File: config.mk
export PLATFORM = sky130hd
export DESIGN_NAME = bmp24_pixel_depth_reducer_flat
export DESIGN_NICKNAME = d
export VERILOG_FILES = /design/src/design/bpdr_pkg.sv /design/src/design/bpdr_if.sv /design/src/design/bmp24_pixel_depth_reducer.sv /design/src/design/bpdr_front.sv /design/src/design/bpdr_cmd_fifo.sv /design/src/design/bpdr_back.sv /design/src/flat_wrapper.sv
export VERILOG_INCLUDE_DIRS = /design/src /design/src/design
export SDC_FILE = /design/constraint.sdc
export NUM_CORES = 1
export LEC_CHECK = 0
export BUFFER_PORTS_ARGS = -buffer_cell sky130_fd_sc_hd__buf_4
export CORE_MARGIN = 4
export CORE_UTILIZATION = 40
export DETAILED_ROUTE_END_ITERATION = 8
export SLEW_MARGIN = 20
export SYNTH_ARGS = -nofsm -noshare
export SYNTH_HDL_FRONTEND = slang
export SYNTH_SLANG_ARGS = --single-unit
File: constraint.sdc
create_clock -name clk_i -period 6.13 [get_ports clk_i]
set_input_delay 0.613 -clock clk_i [delete_from_list [all_inputs] [get_ports clk_i]]
set_output_delay 0.613 -clock clk_i [all_outputs]
set_load 0.05 [all_outputs]
File: src/design/bmp24_pixel_depth_reducer_macros.svh
// Assertion macros of the bitmap depth reducer RTL.
// Included by files that check their own logic; no other dependencies.
`ifndef BMP24_PIXEL_DEPTH_REDUCER_MACROS_SVH
`define BMP24_PIXEL_DEPTH_REDUCER_MACROS_SVH

`ifndef SYNTHESIS
// Flag any cycle out of reset in which cond holds.
`define BPDR_ASSERT_NEVER(lbl, clk, rst_n, cond) \
  lbl: assert property (@(posedge clk) disable iff (!rst_n) !(cond)) \
    else $error("bpdr: forbidden condition seen");
// Flag any cycle out of reset in which ante holds and cons does not.
`define BPDR_ASSERT_IMPLY(lbl, clk, rst_n, ante, cons) \
  lbl: assert property (@(posedge clk) disable iff (!rst_n) (ante) |-> (cons)) \
    else $error("bpdr: implication violated");
`else
`define BPDR_ASSERT_NEVER(lbl, clk, rst_n, cond)
`define BPDR_ASSERT_IMPLY(lbl, clk, rst_n, ante, cons)
`endif

`endif

File: src/design/bpdr_pkg.sv
// Types, constants and the web-safe level function of the bitmap depth reducer.
// No dependencies; the interfaces and every module use it.
`timescale 1ns / 1ps
`default_nettype none

package bpdr_pkg;

  localparam int DIM_W     = 13;  // width/height register width
  localparam int POS_W     = 15;  // byte position within a padded input row
  localparam int ROW_CNT_W = 12;  // row counter within the frame
  localparam int CFG_IDX_W = 2;
  localparam int CMD_DEPTH = 2;   // command queue entries
  localparam int CMD_PTR_W = $clog2(CMD_DEPTH);
  localparam int CMD_CNT_W = $clog2(CMD_DEPTH + 1);

  localparam int WEB_STEP  = 'h33;          // distance between web-safe levels
  localparam int WEB_HALF  = WEB_STEP / 2;  // rounding offset
  localparam int WEB_LEVELS = 5;

  // Configuration register indexes
  localparam logic [CFG_IDX_W-1:0] CFG_IMAGE_WIDTH  = 2'd0;
  localparam logic [CFG_IDX_W-1:0] CFG_IMAGE_HEIGHT = 2'd1;
  localparam logic [CFG_IDX_W-1:0] CFG_OUT_FORMAT   = 2'd2;

  // Output formats
  localparam logic FMT_WEBSAFE = 1'b0;
  localparam logic FMT_RGB555  = 1'b1;

  typedef enum logic [1:0] {
    PH_BLUE  = 2'd0,
    PH_GREEN = 2'd1,
    PH_RED   = 2'd2
  } phase_e;

  typedef struct packed {
    logic [DIM_W-1:0] image_width;
    logic [DIM_W-1:0] image_height;
    logic             out_format;
  } cfg_t;

  // One pixel's worth of output work, handed from front end to back end.
  typedef struct packed {
    logic [7:0] data0;      // palette index or low byte of RGB555 word
    logic [7:0] data1;      // high byte of RGB555 word
    logic       has_word;   // second byte is data1, not padding
    logic [1:0] last_idx;   // number of bytes to emit, minus one
    logic       row_end;
    logic       frame_end;
  } cmd_t;

  typedef struct packed {
    logic full;
    logic not_empty;
  } fifo_stat_t;

  // Nearest web-safe level (0..5) of an 8-bit channel: (c + 25) / 51.
  function automatic logic [2:0] websafe_level(input logic [7:0] c);
    logic [2:0] lvl;
    logic [8:0] sum;
    lvl = 3'd0;
    sum = {1'b0, c} + 9'(WEB_HALF);
    for (int k = 1; k <= WEB_LEVELS; k++) begin
      if (sum >= 9'(k * WEB_STEP)) lvl = lvl + 3'd1;
    end
    return lvl;
  endfunction

endpackage

`default_nettype wire

File: src/design/bpdr_if.sv
// Channel interfaces of the bitmap depth reducer: input bytes, output bytes, config.
// Depends on bpdr_pkg.
`timescale 1ns / 1ps
`default_nettype none

interface bpdr_in_if;
  logic       valid;
  logic       ready;
  logic [7:0] in_byte;
  modport source (output valid, output in_byte, input ready);
  modport sink   (input valid, input in_byte, output ready);
endinterface

interface bpdr_out_if;
  logic       valid;
  logic       ready;
  logic [7:0] out_byte;
  logic       row_end;
  logic       frame_end;
  modport source (output valid, output out_byte, output row_end, output frame_end,
                  input ready);
  modport sink   (input valid, input out_byte, input row_end, input frame_end,
                  output ready);
endinterface

interface bpdr_cfg_if;
  logic                               valid;
  logic                               ready;
  logic [bpdr_pkg::CFG_IDX_W-1:0]     index;
  logic [bpdr_pkg::DIM_W-1:0]         data;
  modport source (output valid, output index, output data, input ready);
  modport sink   (input valid, input index, input data, output ready);
endinterface

`default_nettype wire

File: src/design/bmp24_pixel_depth_reducer.sv
// Channel     | Dir | Payload                          | Transfer when
// ------------+-----+----------------------------------+------------------
// pix_in_i    | in  | in_byte[7:0]                     | valid & ready
// pix_out_o   | out | out_byte[7:0], row_end, frame_end| valid & ready
// cfg_i       | in  | index[1:0], data[12:0]           | valid & ready (always ready)
//
// Input bytes transfer one per cycle; only a red byte waits, and only while the
// two-entry command queue is full. Each pixel yields 1 (palette) or 2 (RGB555)
// output bytes, plus up to 3 zero pad bytes after a row's last pixel; the back
// end sends one byte per cycle while the sink is ready, so output bandwidth
// sets the sustained rate; a red byte passes the queue and output register.
// Reset clears counters and queue and loads width 1, height 1, palette mode.
// Either side may stall at any time; the queue and output register decouple them.
// Depends on bpdr_pkg, bpdr_if, the macros header and the three submodules.
`timescale 1ns / 1ps
`default_nettype none
`include "bmp24_pixel_depth_reducer_macros.svh"

module bmp24_pixel_depth_reducer #(
  parameter int MAX_WIDTH  = 4096,
  parameter int MAX_HEIGHT = 4096
) (
  input  wire         clk_i,
  input  wire         rst_ni,
  bpdr_in_if.sink     pix_in_i,
  bpdr_out_if.source  pix_out_o,
  bpdr_cfg_if.sink    cfg_i
);
  import bpdr_pkg::*;

  cfg_t       cfg_q, cfg_d;
  fifo_stat_t fifo_stat;
  cmd_t       push_cmd, head_cmd;
  logic       push, pop;

  // Configuration registers; always ready, unknown indexes drop silently
  assign cfg_i.ready = 1'b1;

  always_comb begin
    cfg_d = cfg_q;
    if (cfg_i.valid) begin
      case (cfg_i.index)
        CFG_IMAGE_WIDTH:  cfg_d.image_width  = cfg_i.data;
        CFG_IMAGE_HEIGHT: cfg_d.image_height = cfg_i.data;
        CFG_OUT_FORMAT:   cfg_d.out_format   = cfg_i.data[0];
        default:          cfg_d = cfg_q;
      endcase
    end
  end

  always_ff @(posedge clk_i or negedge rst_ni) begin
    if (!rst_ni) begin
      cfg_q.image_width  <= DIM_W'(1);
      cfg_q.image_height <= DIM_W'(1);
      cfg_q.out_format   <= FMT_WEBSAFE;
    end else begin
      cfg_q <= cfg_d;
    end
  end

  // Front end: classify input bytes, build per-pixel commands
  bpdr_front #(
    .MAX_WIDTH  (MAX_WIDTH),
    .MAX_HEIGHT (MAX_HEIGHT)
  ) u_front (
    .clk_i       (clk_i),
    .rst_ni      (rst_ni),
    .cfg_i       (cfg_q),
    .in_valid_i  (pix_in_i.valid),
    .in_byte_i   (pix_in_i.in_byte),
    .in_ready_o  (pix_in_i.ready),
    .fifo_stat_i (fifo_stat),
    .push_o      (push),
    .cmd_o       (push_cmd)
  );

  // Queue commands so front and back stall independently
  bpdr_cmd_fifo u_fifo (
    .clk_i  (clk_i),
    .rst_ni (rst_ni),
    .push_i (push),
    .cmd_i  (push_cmd),
    .pop_i  (pop),
    .head_o (head_cmd),
    .stat_o (fifo_stat)
  );

  // Back end: expand commands into output bytes
  bpdr_back u_back (
    .clk_i       (clk_i),
    .rst_ni      (rst_ni),
    .fifo_stat_i (fifo_stat),
    .head_i      (head_cmd),
    .pop_o       (pop),
    .out_valid_o (pix_out_o.valid),
    .out_ready_i (pix_out_o.ready),
    .out_byte_o  (pix_out_o.out_byte),
    .row_end_o   (pix_out_o.row_end),
    .frame_end_o (pix_out_o.frame_end)
  );

  // Front must never push into a full queue
  `BPDR_ASSERT_NEVER(a_no_push_full, clk_i, rst_ni, push && fifo_stat.full)
  // Back must never pop an empty queue
  `BPDR_ASSERT_NEVER(a_no_pop_empty, clk_i, rst_ni, pop && !fifo_stat.not_empty)
  // Frame end only ever lands on a row's last byte
  `BPDR_ASSERT_IMPLY(a_frame_on_row, clk_i, rst_ni, pix_out_o.valid && pix_out_o.frame_end, pix_out_o.row_end)

endmodule

`default_nettype wire

File: src/design/bpdr_front.sv
// Front end: tracks position in the padded input row, gathers B and G,
// and on each red byte builds one output command. Depends on bpdr_pkg.
`timescale 1ns / 1ps
`default_nettype none

module bpdr_front #(
  parameter int MAX_WIDTH  = 4096,
  parameter int MAX_HEIGHT = 4096
) (
  input  wire                   clk_i,
  input  wire                   rst_ni,
  input  bpdr_pkg::cfg_t        cfg_i,
  input  wire                   in_valid_i,
  input  wire  [7:0]            in_byte_i,
  output logic                  in_ready_o,
  input  bpdr_pkg::fifo_stat_t  fifo_stat_i,
  output logic                  push_o,
  output bpdr_pkg::cmd_t        cmd_o
);
  import bpdr_pkg::*;

  logic [POS_W-1:0]     pos_q, pos_d;
  phase_e               phase_q, phase_d;
  logic [7:0]           blue_q, blue_d, green_q, green_d;
  logic [ROW_CNT_W-1:0] row_cnt_q, row_cnt_d;

  logic [DIM_W-1:0]     w, h;
  logic [POS_W-1:0]     pix_bytes, row_len, pos_inc;
  logic [DIM_W-1:0]     row_inc;
  logic                 in_pix, is_red, accept, last_pix, frame_done;
  logic [2:0]           lvl_r, lvl_g, lvl_b;
  logic [7:0]           pal_idx;
  logic [1:0]           pad_pal;

  // Clamp dimensions into their legal range
  always_comb begin
    if (cfg_i.image_width == '0)               w = DIM_W'(1);
    else if (32'(cfg_i.image_width) > MAX_WIDTH) w = DIM_W'(MAX_WIDTH);
    else                                       w = cfg_i.image_width;
    if (cfg_i.image_height == '0)                h = DIM_W'(1);
    else if (32'(cfg_i.image_height) > MAX_HEIGHT) h = DIM_W'(MAX_HEIGHT);
    else                                         h = cfg_i.image_height;
  end

  assign pix_bytes = POS_W'({w, 1'b0}) + POS_W'(w);
  assign row_len   = pix_bytes + POS_W'(w[1:0]);
  assign pos_inc   = pos_q + POS_W'(1);
  assign in_pix    = (pos_q < pix_bytes);
  assign is_red    = in_pix && (phase_q == PH_RED);
  assign last_pix  = (pos_inc >= pix_bytes);
  assign row_inc   = {1'b0, row_cnt_q} + DIM_W'(1);
  assign frame_done = last_pix && (row_inc >= h);

  // Hold off only a red byte when the queue has no room
  assign in_ready_o = !is_red || !fifo_stat_i.full;
  assign accept     = in_valid_i && in_ready_o;
  assign push_o     = accept && is_red;

  // Palette index r*36 + g*6 + b
  assign lvl_r   = websafe_level(in_byte_i);
  assign lvl_g   = websafe_level(green_q);
  assign lvl_b   = websafe_level(blue_q);
  assign pal_idx = 8'({lvl_r, 5'b0}) + 8'({lvl_r, 2'b0})
                 + 8'({lvl_g, 2'b0}) + 8'({lvl_g, 1'b0}) + 8'(lvl_b);
  assign pad_pal = 2'd0 - w[1:0];

  always_comb begin
    cmd_o.row_end   = last_pix;
    cmd_o.frame_end = frame_done;
    cmd_o.data1     = {1'b0, in_byte_i[7:3], green_q[7:6]};
    if (cfg_i.out_format == FMT_WEBSAFE) begin
      cmd_o.data0    = pal_idx;
      cmd_o.has_word = 1'b0;
      cmd_o.last_idx = last_pix ? pad_pal : 2'd0;
    end else begin
      cmd_o.data0    = {green_q[5:3], blue_q[7:3]};
      cmd_o.has_word = 1'b1;
      cmd_o.last_idx = (last_pix && w[0]) ? 2'd3 : 2'd1;
    end
  end

  always_comb begin
    pos_d     = pos_q;
    phase_d   = phase_q;
    blue_d    = blue_q;
    green_d   = green_q;
    row_cnt_d = row_cnt_q;
    if (accept) begin
      if (in_pix) begin
        case (phase_q)
          PH_BLUE: begin
            blue_d  = in_byte_i;
            phase_d = PH_GREEN;
          end
          PH_GREEN: begin
            green_d = in_byte_i;
            phase_d = PH_RED;
          end
          default: begin
            phase_d = PH_BLUE;
            if (last_pix) row_cnt_d = frame_done ? '0 : row_inc[ROW_CNT_W-1:0];
          end
        endcase
      end
      // Wrap at the end of the padded input row
      if (pos_inc >= row_len) begin
        pos_d   = '0;
        phase_d = PH_BLUE;
      end else begin
        pos_d = pos_inc;
      end
    end
  end

  always_ff @(posedge clk_i or negedge rst_ni) begin
    if (!rst_ni) begin
      pos_q     <= '0;
      phase_q   <= PH_BLUE;
      blue_q    <= '0;
      green_q   <= '0;
      row_cnt_q <= '0;
    end else begin
      pos_q     <= pos_d;
      phase_q   <= phase_d;
      blue_q    <= blue_d;
      green_q   <= green_d;
      row_cnt_q <= row_cnt_d;
    end
  end

endmodule

`default_nettype wire

File: src/design/bpdr_cmd_fifo.sv
// Short command queue between front end and back end.
// Depends on bpdr_pkg.
`timescale 1ns / 1ps
`default_nettype none

module bpdr_cmd_fifo (
  input  wire                   clk_i,
  input  wire                   rst_ni,
  input  wire                   push_i,
  input  bpdr_pkg::cmd_t        cmd_i,
  input  wire                   pop_i,
  output bpdr_pkg::cmd_t        head_o,
  output bpdr_pkg::fifo_stat_t  stat_o
);
  import bpdr_pkg::*;

  cmd_t                 mem_q [CMD_DEPTH];
  logic [CMD_PTR_W-1:0] wr_ptr_q, wr_ptr_d, rd_ptr_q, rd_ptr_d;
  logic [CMD_CNT_W-1:0] cnt_q, cnt_d;

  assign head_o           = mem_q[rd_ptr_q];
  assign stat_o.full      = (cnt_q == CMD_CNT_W'(CMD_DEPTH));
  assign stat_o.not_empty = (cnt_q != '0);

  always_comb begin
    wr_ptr_d = wr_ptr_q;
    rd_ptr_d = rd_ptr_q;
    cnt_d    = cnt_q;
    if (push_i) begin
      wr_ptr_d = (wr_ptr_q == CMD_PTR_W'(CMD_DEPTH - 1)) ? '0 : wr_ptr_q + CMD_PTR_W'(1);
    end
    if (pop_i) begin
      rd_ptr_d = (rd_ptr_q == CMD_PTR_W'(CMD_DEPTH - 1)) ? '0 : rd_ptr_q + CMD_PTR_W'(1);
    end
    if (push_i && !pop_i)      cnt_d = cnt_q + CMD_CNT_W'(1);
    else if (pop_i && !push_i) cnt_d = cnt_q - CMD_CNT_W'(1);
  end

  always_ff @(posedge clk_i) begin
    if (push_i) mem_q[wr_ptr_q] <= cmd_i;
  end

  always_ff @(posedge clk_i or negedge rst_ni) begin
    if (!rst_ni) begin
      wr_ptr_q <= '0;
      rd_ptr_q <= '0;
      cnt_q    <= '0;
    end else begin
      wr_ptr_q <= wr_ptr_d;
      rd_ptr_q <= rd_ptr_d;
      cnt_q    <= cnt_d;
    end
  end

endmodule

`default_nettype wire

File: src/design/bpdr_back.sv
// Back end: expands the queue head into output bytes, one per cycle while the
// output is ready, through a registered output stage. Depends on bpdr_pkg.
`timescale 1ns / 1ps
`default_nettype none

module bpdr_back (
  input  wire                   clk_i,
  input  wire                   rst_ni,
  input  bpdr_pkg::fifo_stat_t  fifo_stat_i,
  input  bpdr_pkg::cmd_t        head_i,
  output logic                  pop_o,
  output logic                  out_valid_o,
  input  wire                   out_ready_i,
  output logic [7:0]            out_byte_o,
  output logic                  row_end_o,
  output logic                  frame_end_o
);
  import bpdr_pkg::*;

  logic [1:0] k_q, k_d;
  logic       ov_q, ov_d;
  logic [7:0] byte_q, byte_d;
  logic       re_q, re_d, fe_q, fe_d;
  logic       load, at_last;

  assign load    = fifo_stat_i.not_empty && (!ov_q || out_ready_i);
  assign at_last = (k_q == head_i.last_idx);
  assign pop_o   = load && at_last;

  always_comb begin
    k_d    = k_q;
    ov_d   = ov_q;
    byte_d = byte_q;
    re_d   = re_q;
    fe_d   = fe_q;
    if (load) begin
      ov_d = 1'b1;
      if (k_q == 2'd0)                        byte_d = head_i.data0;
      else if (k_q == 2'd1 && head_i.has_word) byte_d = head_i.data1;
      else                                    byte_d = 8'd0;
      re_d = at_last && head_i.row_end;
      fe_d = at_last && head_i.frame_end;
      k_d  = at_last ? 2'd0 : k_q + 2'd1;
    end else if (out_ready_i) begin
      ov_d = 1'b0;
    end
  end

  always_ff @(posedge clk_i) begin
    byte_q <= byte_d;
    re_q   <= re_d;
    fe_q   <= fe_d;
  end

  always_ff @(posedge clk_i or negedge rst_ni) begin
    if (!rst_ni) begin
      k_q  <= '0;
      ov_q <= 1'b0;
    end else begin
      k_q  <= k_d;
      ov_q <= ov_d;
    end
  end

  assign out_valid_o = ov_q;
  assign out_byte_o  = byte_q;
  assign row_end_o   = re_q;
  assign frame_end_o = fe_q;

endmodule

`default_nettype wire
File: src/flat_wrapper.sv
// flat-port wrapper written by rule: the top's interface ports become plain ports
module bmp24_pixel_depth_reducer_flat import bpdr_pkg::*;
#(
  parameter int MAX_WIDTH  = 4096,
  parameter int MAX_HEIGHT = 4096
)
  (clk_i, rst_ni, pix_in_i_valid, pix_in_i_in_byte, pix_in_i_ready, pix_out_o_valid, pix_out_o_out_byte, pix_out_o_row_end, pix_out_o_frame_end, pix_out_o_ready, cfg_i_valid, cfg_i_index, cfg_i_data, cfg_i_ready);
  bpdr_in_if pix_in_i_i ();
  bpdr_out_if pix_out_o_i ();
  bpdr_cfg_if cfg_i_i ();
  input  wire clk_i;
  input  wire rst_ni;
  input wire logic [$bits(pix_in_i_i.valid)-1:0] pix_in_i_valid;
  input wire logic [$bits(pix_in_i_i.in_byte)-1:0] pix_in_i_in_byte;
  output wire logic [$bits(pix_in_i_i.ready)-1:0] pix_in_i_ready;
  output wire logic [$bits(pix_out_o_i.valid)-1:0] pix_out_o_valid;
  output wire logic [$bits(pix_out_o_i.out_byte)-1:0] pix_out_o_out_byte;
  output wire logic [$bits(pix_out_o_i.row_end)-1:0] pix_out_o_row_end;
  output wire logic [$bits(pix_out_o_i.frame_end)-1:0] pix_out_o_frame_end;
  input wire logic [$bits(pix_out_o_i.ready)-1:0] pix_out_o_ready;
  input wire logic [$bits(cfg_i_i.valid)-1:0] cfg_i_valid;
  input wire logic [$bits(cfg_i_i.index)-1:0] cfg_i_index;
  input wire logic [$bits(cfg_i_i.data)-1:0] cfg_i_data;
  output wire logic [$bits(cfg_i_i.ready)-1:0] cfg_i_ready;
  assign pix_in_i_i.valid = pix_in_i_valid;
  assign pix_in_i_i.in_byte = pix_in_i_in_byte;
  assign pix_in_i_ready = pix_in_i_i.ready;
  assign pix_out_o_valid = pix_out_o_i.valid;
  assign pix_out_o_out_byte = pix_out_o_i.out_byte;
  assign pix_out_o_row_end = pix_out_o_i.row_end;
  assign pix_out_o_frame_end = pix_out_o_i.frame_end;
  assign pix_out_o_i.ready = pix_out_o_ready;
  assign cfg_i_i.valid = cfg_i_valid;
  assign cfg_i_i.index = cfg_i_index;
  assign cfg_i_i.data = cfg_i_data;
  assign cfg_i_ready = cfg_i_i.ready;
  bmp24_pixel_depth_reducer #(.MAX_WIDTH(MAX_WIDTH), .MAX_HEIGHT(MAX_HEIGHT)) u_core (.clk_i(clk_i), .rst_ni(rst_ni), .pix_in_i(pix_in_i_i), .pix_out_o(pix_out_o_i), .cfg_i(cfg_i_i));
endmodule
Word-level counts from Yosys, hierarchy flattened:

Memories as Yosys holds them, arrays and structs flattened.
Index checks and enable logic that the tools add are counted.

* add/sub/neg operators: 29
* $lt $le $gt $ge: 21
* equal/unequal tests: 7
* multiplexer cells: 39
* bitwise operators: 1
* reduce and logical (&&, ||, !) cells: 36

Operators with widths (count)
* $ge 9x8->1 const B: 9
* $mux 13: 4
* $mux 3: 13
* $add 3x1->3 const B: 12
* $ge 15x15->1: 2
* $add 8x5->9 const B: 3
* $ge 9x6->1 const B: 3
* $ge 9x7->1 const B: 3
* $gt 13x13->1 const B: 2
* $logic_not 13->1: 2
* $mux 8: 3
* $add 8x5->8: 2
* $add 14x13->15: 1
* $add 15x1->15 const B: 1
* $add 15x2->15: 1
* $lt 15x15->1: 1
* $mux 15: 1
* $mux 2: 7
* $add 12x1->13 const B: 1
* $ge 13x13->1: 1
* $logic_and 1x1->1: 12
* $mux 12: 1
* $mux 1: 9
* $add 8x3->8: 1
* 18 further kinds: 38

* register bits: 89
* RAM bits: 40
* input bits: 28
* output and inout port bits: 13
* logic and storage cells: 150
* memories: 1

Memory list
* u_core.u_fifo.mem_q: words 2, bits a word 20, rd ports 1, clocked after Yosys merged registers in 0, wr ports 1, RTL line bpdr_cmd_fifo.sv:17 `cmd_t mem_q [CMD_DEPTH];`

Logic depth before layout (Yosys ltp):

Gate-level depths: netlist of the first run.

* word-level depth: 16
* depth in mapped cells: 30
* mapped depth without buffers: 30

Modules after synthesis:

A second synthesis of the first run with hierarchy kept.

* cells, all modules: 1075
* area total of the unflattened synthesis: 10706.5 µm²

By module, submodules not included
* bpdr_front: times used 1, cells an instance 876, area each 7314.5 µm², sequential area each 1126.1 µm²
* bpdr_cmd_fifo: times used 1, cells an instance 81, area each 1709.1 µm², sequential area each 1361.3 µm²
* bmp24_pixel_depth_reducer: times used 1, cells an instance 61, area each 1062.3 µm², sequential area each 678.2 µm²
* bpdr_back: times used 1, cells an instance 57, area each 620.6 µm², sequential area each 375.4 µm²

Worst setup path after synthesis of the first run:

No wires, ideal clock.

* path kind: register -> register
* from: register u_core.u_front.green_q[3]
* to: memory u_core.u_fifo.mem_q[0][19] in the netlist's numbering, data pin
* setup time: 275 ps
* arrival time: 5308 ps
* data required time: 5855 ps
* setup slack: 547 ps
* stages on the path, launching flop included: 30
* buffers on the path: 1
* clock period less this slack: 5583 ps
* path through: dfrtp_1 or2_2 clkbuf_1 o211ai_1 xor2_1 a21o_1 o22ai_1 nand3b_1 o2111ai_1 nand2_1 inv_1 ha_1 xor2_1 ha_1 mux2_2 ha_1 nor2b_1 a21oi_1 o21ai_0 fa_1 inv_1 fa_1 ha_1 inv_1 fa_1 inv_1 a21o_1 a21oi_1 xor2_1 o21ai_0

RTL lines
* start: declaration: RTL line bpdr_front.sv:24 `logic [7:0] blue_q, blue_d, green_q, green_d;`
* start signal: assignment: RTL line bpdr_front.sv:126 `green_q <= green_d;`
* end: declaration: RTL line bpdr_cmd_fifo.sv:17

==> metrics.txt, run 1 <==
Fin Clk Skew 0.0112 ns; DP Worst Slack 0.194 ns; Slowest cell on crit path fa_1; register clock-pin slew on the reported worst setup and hold paths 0.06 ns; clock latency on the worst-skew pair 0.42 ns; Core Region 24500 µm²; cell area after synthesis 9990 µm²; grt ovf 0; LEAKAGE 0.00498 µW; Ports 41; CTS tree built; Slew @ Worst Pin 1.07 ns; commonest non-fill, non-tap cell in the layout ha_1; initial core utilization 0.408; Nets 1202; syn avg cell area 9.76 µm²; Hold Path Class input pin to flip-flop; TritonCTS Buffers 17; pwr dens 596 nW/µm²; num rows 57; grt met1 use 0.230; root buf cell clkbuf_16; compound-gate portion of the synthesized area 0.143; Setup crit start kind flip-flop; outcome finished, final reports clean; post-DP HPWL 16.0 mm; post-synthesis simple-gate area fraction 0.161; GRT busiest layer met2; Netlist cell types 80; Crit. End Element flip-flop; drt pass-1 iters 5; most used cell, CP ha_1; clk sinks 129; CP Max Fanout 8; post-layout min period 5.79 ns; final hold violation count 0; Peak supply drop 0.643 mV; synthesis-stage register bit count 129; Die Span X 166 µm; DRC 0; Slew Limit Fails 0; setup TNS 0 ns; wirelength, routed 21.2 mm; crit-path leading delay family adder cells; IO Port Bufs 39; Highest Clock Rate 173 MHz; die height 166 µm; GRT met3 Usage 0.0236; drt first-iter violations 529; worst path required time 6.25 ns; n_diodes 0; arrival time worst endpoint 5.91 ns; Post-Syn Instances 1023; first-pass GRT wire length 36.5 mm; routed vias 7428; critical path's largest stage delay 0.52 ns; CP bufs+invs 4; post-synthesis mux area share 0.0887; largest family of logic cells by synthesized area simple AND/OR/NAND/NOR gates; Max Cap Violations 0; area grow syn2layout 13.6%; Seq/Total Area, Yosys 0.348; fin crit share 0.945; number of synthesized flops with an enable pin 50; antenna viol nets, final 0; GPL Wtd Cong 0.827; Post-synth ARST share 0.612; most frequent cells in the layout 106 x ha_1, 81 x nand2_1, 75 x dfrtp_1; H-Tree Level Count 4; number of global-route vias before repair 7337; syn_nets 1163; die area 27600 µm²; proportion of layout cells with a drive suffix above 1 0.165; Post-synth top flop dfrtp_1; WL/cell 15.2 µm; Synth Warn # 0; Tot GR Track Use 0.157; Final Setup Violations 0; met2 Use GR 0.244; final setup margin 0.338 ns; Slew headroom 0.285; Post-Synth XOR/XNOR Area 0.0775; largest net degree at the start of global routing 77; CP Class flip-flop to flip-flop; CTS max path bufs 2; antenna violations before repair 0; Synth Area in Adders 0.144; Vias/cell 5.31
[layout make-up]
cell class                      instances  area (µm²)
Fill cell                            2301       13100
Clock buffer                           17         425
Clock inverter                         15         168
Multi-Input combinational cell        798        6190
Sequential cell                       129        3480
Inverter                               56         210
Timing Repair Buffer                   60         457
Tap cell                              324         405
[worst register-to-register path: cells and delay by family, from the launching register on]
kind	cells	cell delay, ns
and+or+nand+nor	6	0.68
AOI/OAI and AO/OA	6	0.79
xor gates and xnor gates	2	0.35
adders and majority gates	8	2.40
buffers and inverters	4	0.24
muxes	2	0.60
DFF	1	0.45
[routing by layer]
layer / vias to the layer above / share of wire
li1: 3780 / -
met1: 3533 / 0.50
met2: 98 / 0.46
met3: 17 / 0.027
met4: 0 / 0.012
met5: - / 0
[flip-flops by register name, indices dropped and copies added (netlist names), 2 cells and up]
name and flops:
u_core.u_front.phase_q 2, u_core.u_back.k_q 2, u_core.u_front.pos_q 15, u_core.cfg_q 27
u_core.u_front.blue_q 8, u_core.u_fifo.mem_q 40, u_core.u_back.out_byte_o 8, u_core.u_front.green_q 8
u_core.u_front.row_cnt_q 12, u_core.u_fifo.cnt_q 2
[metrics by stage]
stage               cell area (µm²)  instances  total power [µW]  hold WS (ns)  utilization
floorplan                      9990       1023              4760         0.317            -
global placement              10700       1365              5620         0.412        0.437
detailed placement            10700       1365              5720         0.411        0.437
CTS                           11300       1398              6760         0.399        0.461
global route                  11300       1399              7560         0.413        0.464
finish                        11300       1399              6760         0.417        0.464
[path summary, 6_finish.rpt]
check,slack [ns],startpoint,to,cells after the start
setup / recovery,0.34,u_core.u_front.green_q[0],u_core.u_fifo.mem_q[0][19],28
hold / removal,0.42,cfg_i_data[12],u_core.cfg_q[26],3
setup reg to reg,0.34,u_core.u_front.green_q[0],u_core.u_fifo.mem_q[0][19],28
hold reg to reg,0.49,u_core.u_fifo.wr_ptr_q,u_core.u_fifo.wr_ptr_q,1
max in group asynchronous,4.71,rst_ni,u_core.u_front.pos_q[7],3
min in group asynchronous,0.54,rst_ni,u_core.u_front.green_q[1],2
[kinds of logic after synthesis]
kind of cell,count (synthesis)
AOI/OAI and AO/OA,216
xor gates and xnor gates,86
adders and majority gates,112
buffers and inverters,96
DFF,129
muxes,81
other,1
and+or+nand+nor,302
[cell usage after synthesis (8+ instances only)]
cell type | count | area share
nand2_1 | 81 | 0.030
nor2_1 | 49 | 0.018
and2_1 | 8 | 0.0050
o2bb2ai_1 | 8 | 0.0070
a21o_1 | 18 | 0.014
a31oi_1 | 9 | 0.0056
nand3_1 | 30 | 0.015
mux2i_1 | 21 | 0.021
xor2_1 | 42 | 0.037
nand2b_1 | 23 | 0.014
ha_1 | 107 | 0.13
mux2_1 | 8 | 0.0090
or3_1 | 8 | 0.0050
o2111ai_1 | 9 | 0.0079
a21oi_1 | 39 | 0.020
xnor2_1 | 42 | 0.037
nand4_1 | 10 | 0.0063
edfxtp_1 | 50 | 0.15
o21a_1 | 8 | 0.0060
and3_1 | 19 | 0.012
inv_1 | 56 | 0.021
dfrtp_1 | 77 | 0.19
a21boi_0 | 8 | 0.0060
mux2_2 | 52 | 0.059
nor2b_1 | 21 | 0.013
nor3_1 | 12 | 0.0060
o21ai_0 | 67 | 0.034
clkbuf_1 | 32 | 0.012
[timing repair]
item                                   CTS  global route
buffers inserted                         0             1
hold buffers                             1             0
gates resized for setup                  0            13
endpoints found under the hold margin    3             0
setup endpoints to repair                0             5
[report_power, final]
part	leakage [µW]	switching (µW)	total, µW	internal, µW
Combinational	0.00326	2330	4170	1840
Sequential	0.00144	255	1590	1330
Clock	0.000277	455	999	544
No activity file was read; power rests on OpenSTA's default activity.
==> run 2, diff against run 1 <==
--- a/config.mk
+++ b/config.mk
@@ -10,6 +10,7 @@
 export CORE_MARGIN = 4
 export CORE_UTILIZATION = 40
 export DETAILED_ROUTE_END_ITERATION = 8
+export SETUP_SLACK_MARGIN = 0.4
 export SLEW_MARGIN = 20
 export SYNTH_ARGS = -nofsm -noshare
 export SYNTH_HDL_FRONTEND = slang
==> metrics.txt, run 2 (same netlist as run 1, synthesis figures left out) <==
fin crit share 0.902 (-0.0432); r2r setup slk 0.60 ns (+0.26 ns); register clock-pin slew on the reported worst setup and hold paths 0.06 ns (about the same); commonest non-fill, non-tap cell in the layout ha_1; GPL Wtd Cong 0.827 (unchanged); routed vias 7441 (+0.18%); Max Used Layer met4; die area 27600 µm² (unchanged); Tot GR Track Use 0.158 (+0.000907); Largest register FFs 40 (unchanged); TritonCTS Buffers 17 (unchanged); final hold violation count 0 (unchanged); Ports 41 (unchanged); metal2 WL 10.0 mm (+2.9%); Slew Limit Fails 0 (unchanged); RR Startpoint u_core.u_front.green_q[1]; num rows 57 (unchanged); reg2reg path depth 28 (unchanged); Seq pwr share 0.215 (-0.020); Nets 1211 (+0.75%); hold path cells 3 (unchanged); most frequent cells in the layout 100 x ha_1, 80 x nand2_1, 73 x dfrtp_1; hold endpoint u_core.cfg_q[26]; die height 166 µm (unchanged); LEAKAGE 0.00503 µW (+1.1%); post-layout min period 5.53 ns (-0.265 ns); HP Start cfg_i_data[12]; met3 wire length 498 µm (-15%); CTS tree built; Highest Clock Rate 181 MHz (+4.8%); Setup crit start kind flip-flop; H-Tree Level Count 4 (unchanged); most used cell, CP ha_4; wirelength, routed 21.7 mm (+1.9%); Peak supply drop 0.663 mV (+3.0%); Internal Dissipation 4080 µW (+9.8%); worst path required time 6.26 ns (about the same); Switch Pwr 3330 µW (+9.4%); CTS max path bufs 2 (unchanged); most flop-heavy register u_core.u_fifo.mem_q; n_diodes 0 (unchanged); Sw Ratio 0.449 (-0.000990); hold slack 0.416 ns (-0.0000210 ns); CP Class flip-flop to flip-flop; first-pass GRT wire length 36.7 mm (+0.53%); final setup margin 0.603 ns (+0.265 ns); setup TNS 0 ns (unchanged); number of global-route vias before repair 7398 (+0.83%); Slew @ Worst Pin 1.07 ns (+0.000766 ns); Slew headroom 0.284 (-0.000513); RSZ-0062 raised after global routing false; clock latency on the worst-skew pair 0.42 ns (about the same); root buf cell clkbuf_16; Crit. End Element flip-flop; IO Port Bufs 39 (unchanged); Finished Layout Cells 1408 (+0.64%); combinational fraction of design power 0.650 (+0.033); placed cell count 1365 (unchanged); drt first-iter violations 520 (-1.7%); pwr dens 640 nW/µm² (+7.4%); Slowest cell on crit path fa_1; DP Worst Slack 0.194 ns (unchanged); area grow syn2layout 15.9%; largest net degree at the start of global routing 77 (unchanged); Vias/cell 5.28 (-0.47%); power share of the clock group 0.135 (-0.013); Die Span X 166 µm (unchanged); outcome finished, final reports clean; DRT met1 WL 10.9 mm (+1.8%); FF-to-FF End u_core.u_fifo.mem_q[0][19]; Core Region 24500 µm² (unchanged); proportion of layout cells with a drive suffix above 1 0.200 (+0.0355); arrival time worst endpoint 5.66 ns (-0.25 ns); DRC 0 (unchanged); antenna violations before repair 0 (unchanged); drt pass-1 iters 5 (unchanged); Max Cap Violations 0 (unchanged); Final Setup Violations 0 (unchanged); Fin Clk Skew 0.0142 ns (+0.00299 ns); antenna viol nets, final 0 (unchanged); initial core utilization 0.408 (unchanged); WL/cell 15.4 µm (+1.3%); post-DP HPWL 16.0 mm (unchanged); largest registers u_core.u_fifo.mem_q: 40 flops, u_core.cfg_q: 27 flops, u_core.u_front.pos_q: 15 flops; Hold Path Class input pin to flip-flop; grt ovf 0 (unchanged); CP Max Fanout 6 (-2); critical path's largest stage delay 0.51 ns (about the same); clk sinks 129 (unchanged)
==> run 2: how the worst max path moves through the flow <==
stage | startpoint | to | slack [ns] | cells past startpoint
6_report | u_core.u_front.green_q[1] | u_core.u_fifo.mem_q[0][19] | 0.60 | 28
5_1_grt | u_core.u_front.green_q[1] | u_core.u_fifo.mem_q[0][19] | 0.35 | 28
3_3_place_gp | pix_in_i_in_byte[0] | u_core.u_fifo.mem_q[0][19] | 0.31 | 22
4_1_cts | u_core.u_front.green_q[0] | u_core.u_fifo.mem_q[1][19] | 0.40 | 28
3_5_place_dp | u_core.u_front.green_q[0] | u_core.u_fifo.mem_q[0][19] | 0.19 | 28
2_1_floorplan | u_core.u_front.green_q[3] | u_core.u_fifo.mem_q[0][19] | 0.55 | 29
==> run 2: power by group through the flow <==
stage               clock network [µW]  registers [µW]  logic, µW
finish                            1000            1590       4810
global route                      1070            1630       5500
CTS                               1030            1590       4210
detailed placement                   0            1600       4120
global placement                     0            1590       4020
floorplan                            0            1610       3140
==> run 2: layout make-up <==
type                    count  area (µm²)
clock inverters            15         168
clock buffers              17         425
fillers                  2276       12900
well taps                 324         405
multi-input cells         798        6360
repair buffers             69         524
flip-flops and latches    129        3490
inverters                  56         210
==> run 2: worst max-delay path, delay by kind of cell (launching register included) <==
family | cells | cell delay (ns)
fa+ha+maj | 6 | 1.75
compound gates | 9 | 1.08
simple gates | 5 | 0.97
buf+inv | 6 | 0.57
flops | 1 | 0.45
mux | 1 | 0.27
xor+xnor | 1 | 0.15
==> run 2: timing repair <==
action / CTS / global route
hold buffers: 1 / 0
pin swaps: 2 / 19
setup buffers: 5 / 5
endpoints found under the setup margin: 5 / 31
hold endpoints to repair: 3 / 0
gates resized for setup: 11 / 44
==> run 2: through the flow <==
step	total power [µW]	util	area [µm²]
6_report	7410	0.473	11600
2_1_floorplan	4760	-	9990
4_1_cts	6830	0.464	11400
3_5_place_dp	5720	0.437	10700
3_3_place_gp	5620	0.437	10700
5_1_grt	8200	0.473	11600
==> run 2: routing by layer <==
metal,up-vias,track usage
met5,-,0
met4,0,0.0398
met3,19,0.0236
met2,88,0.248
met1,3540,0.230
li1,3794,-
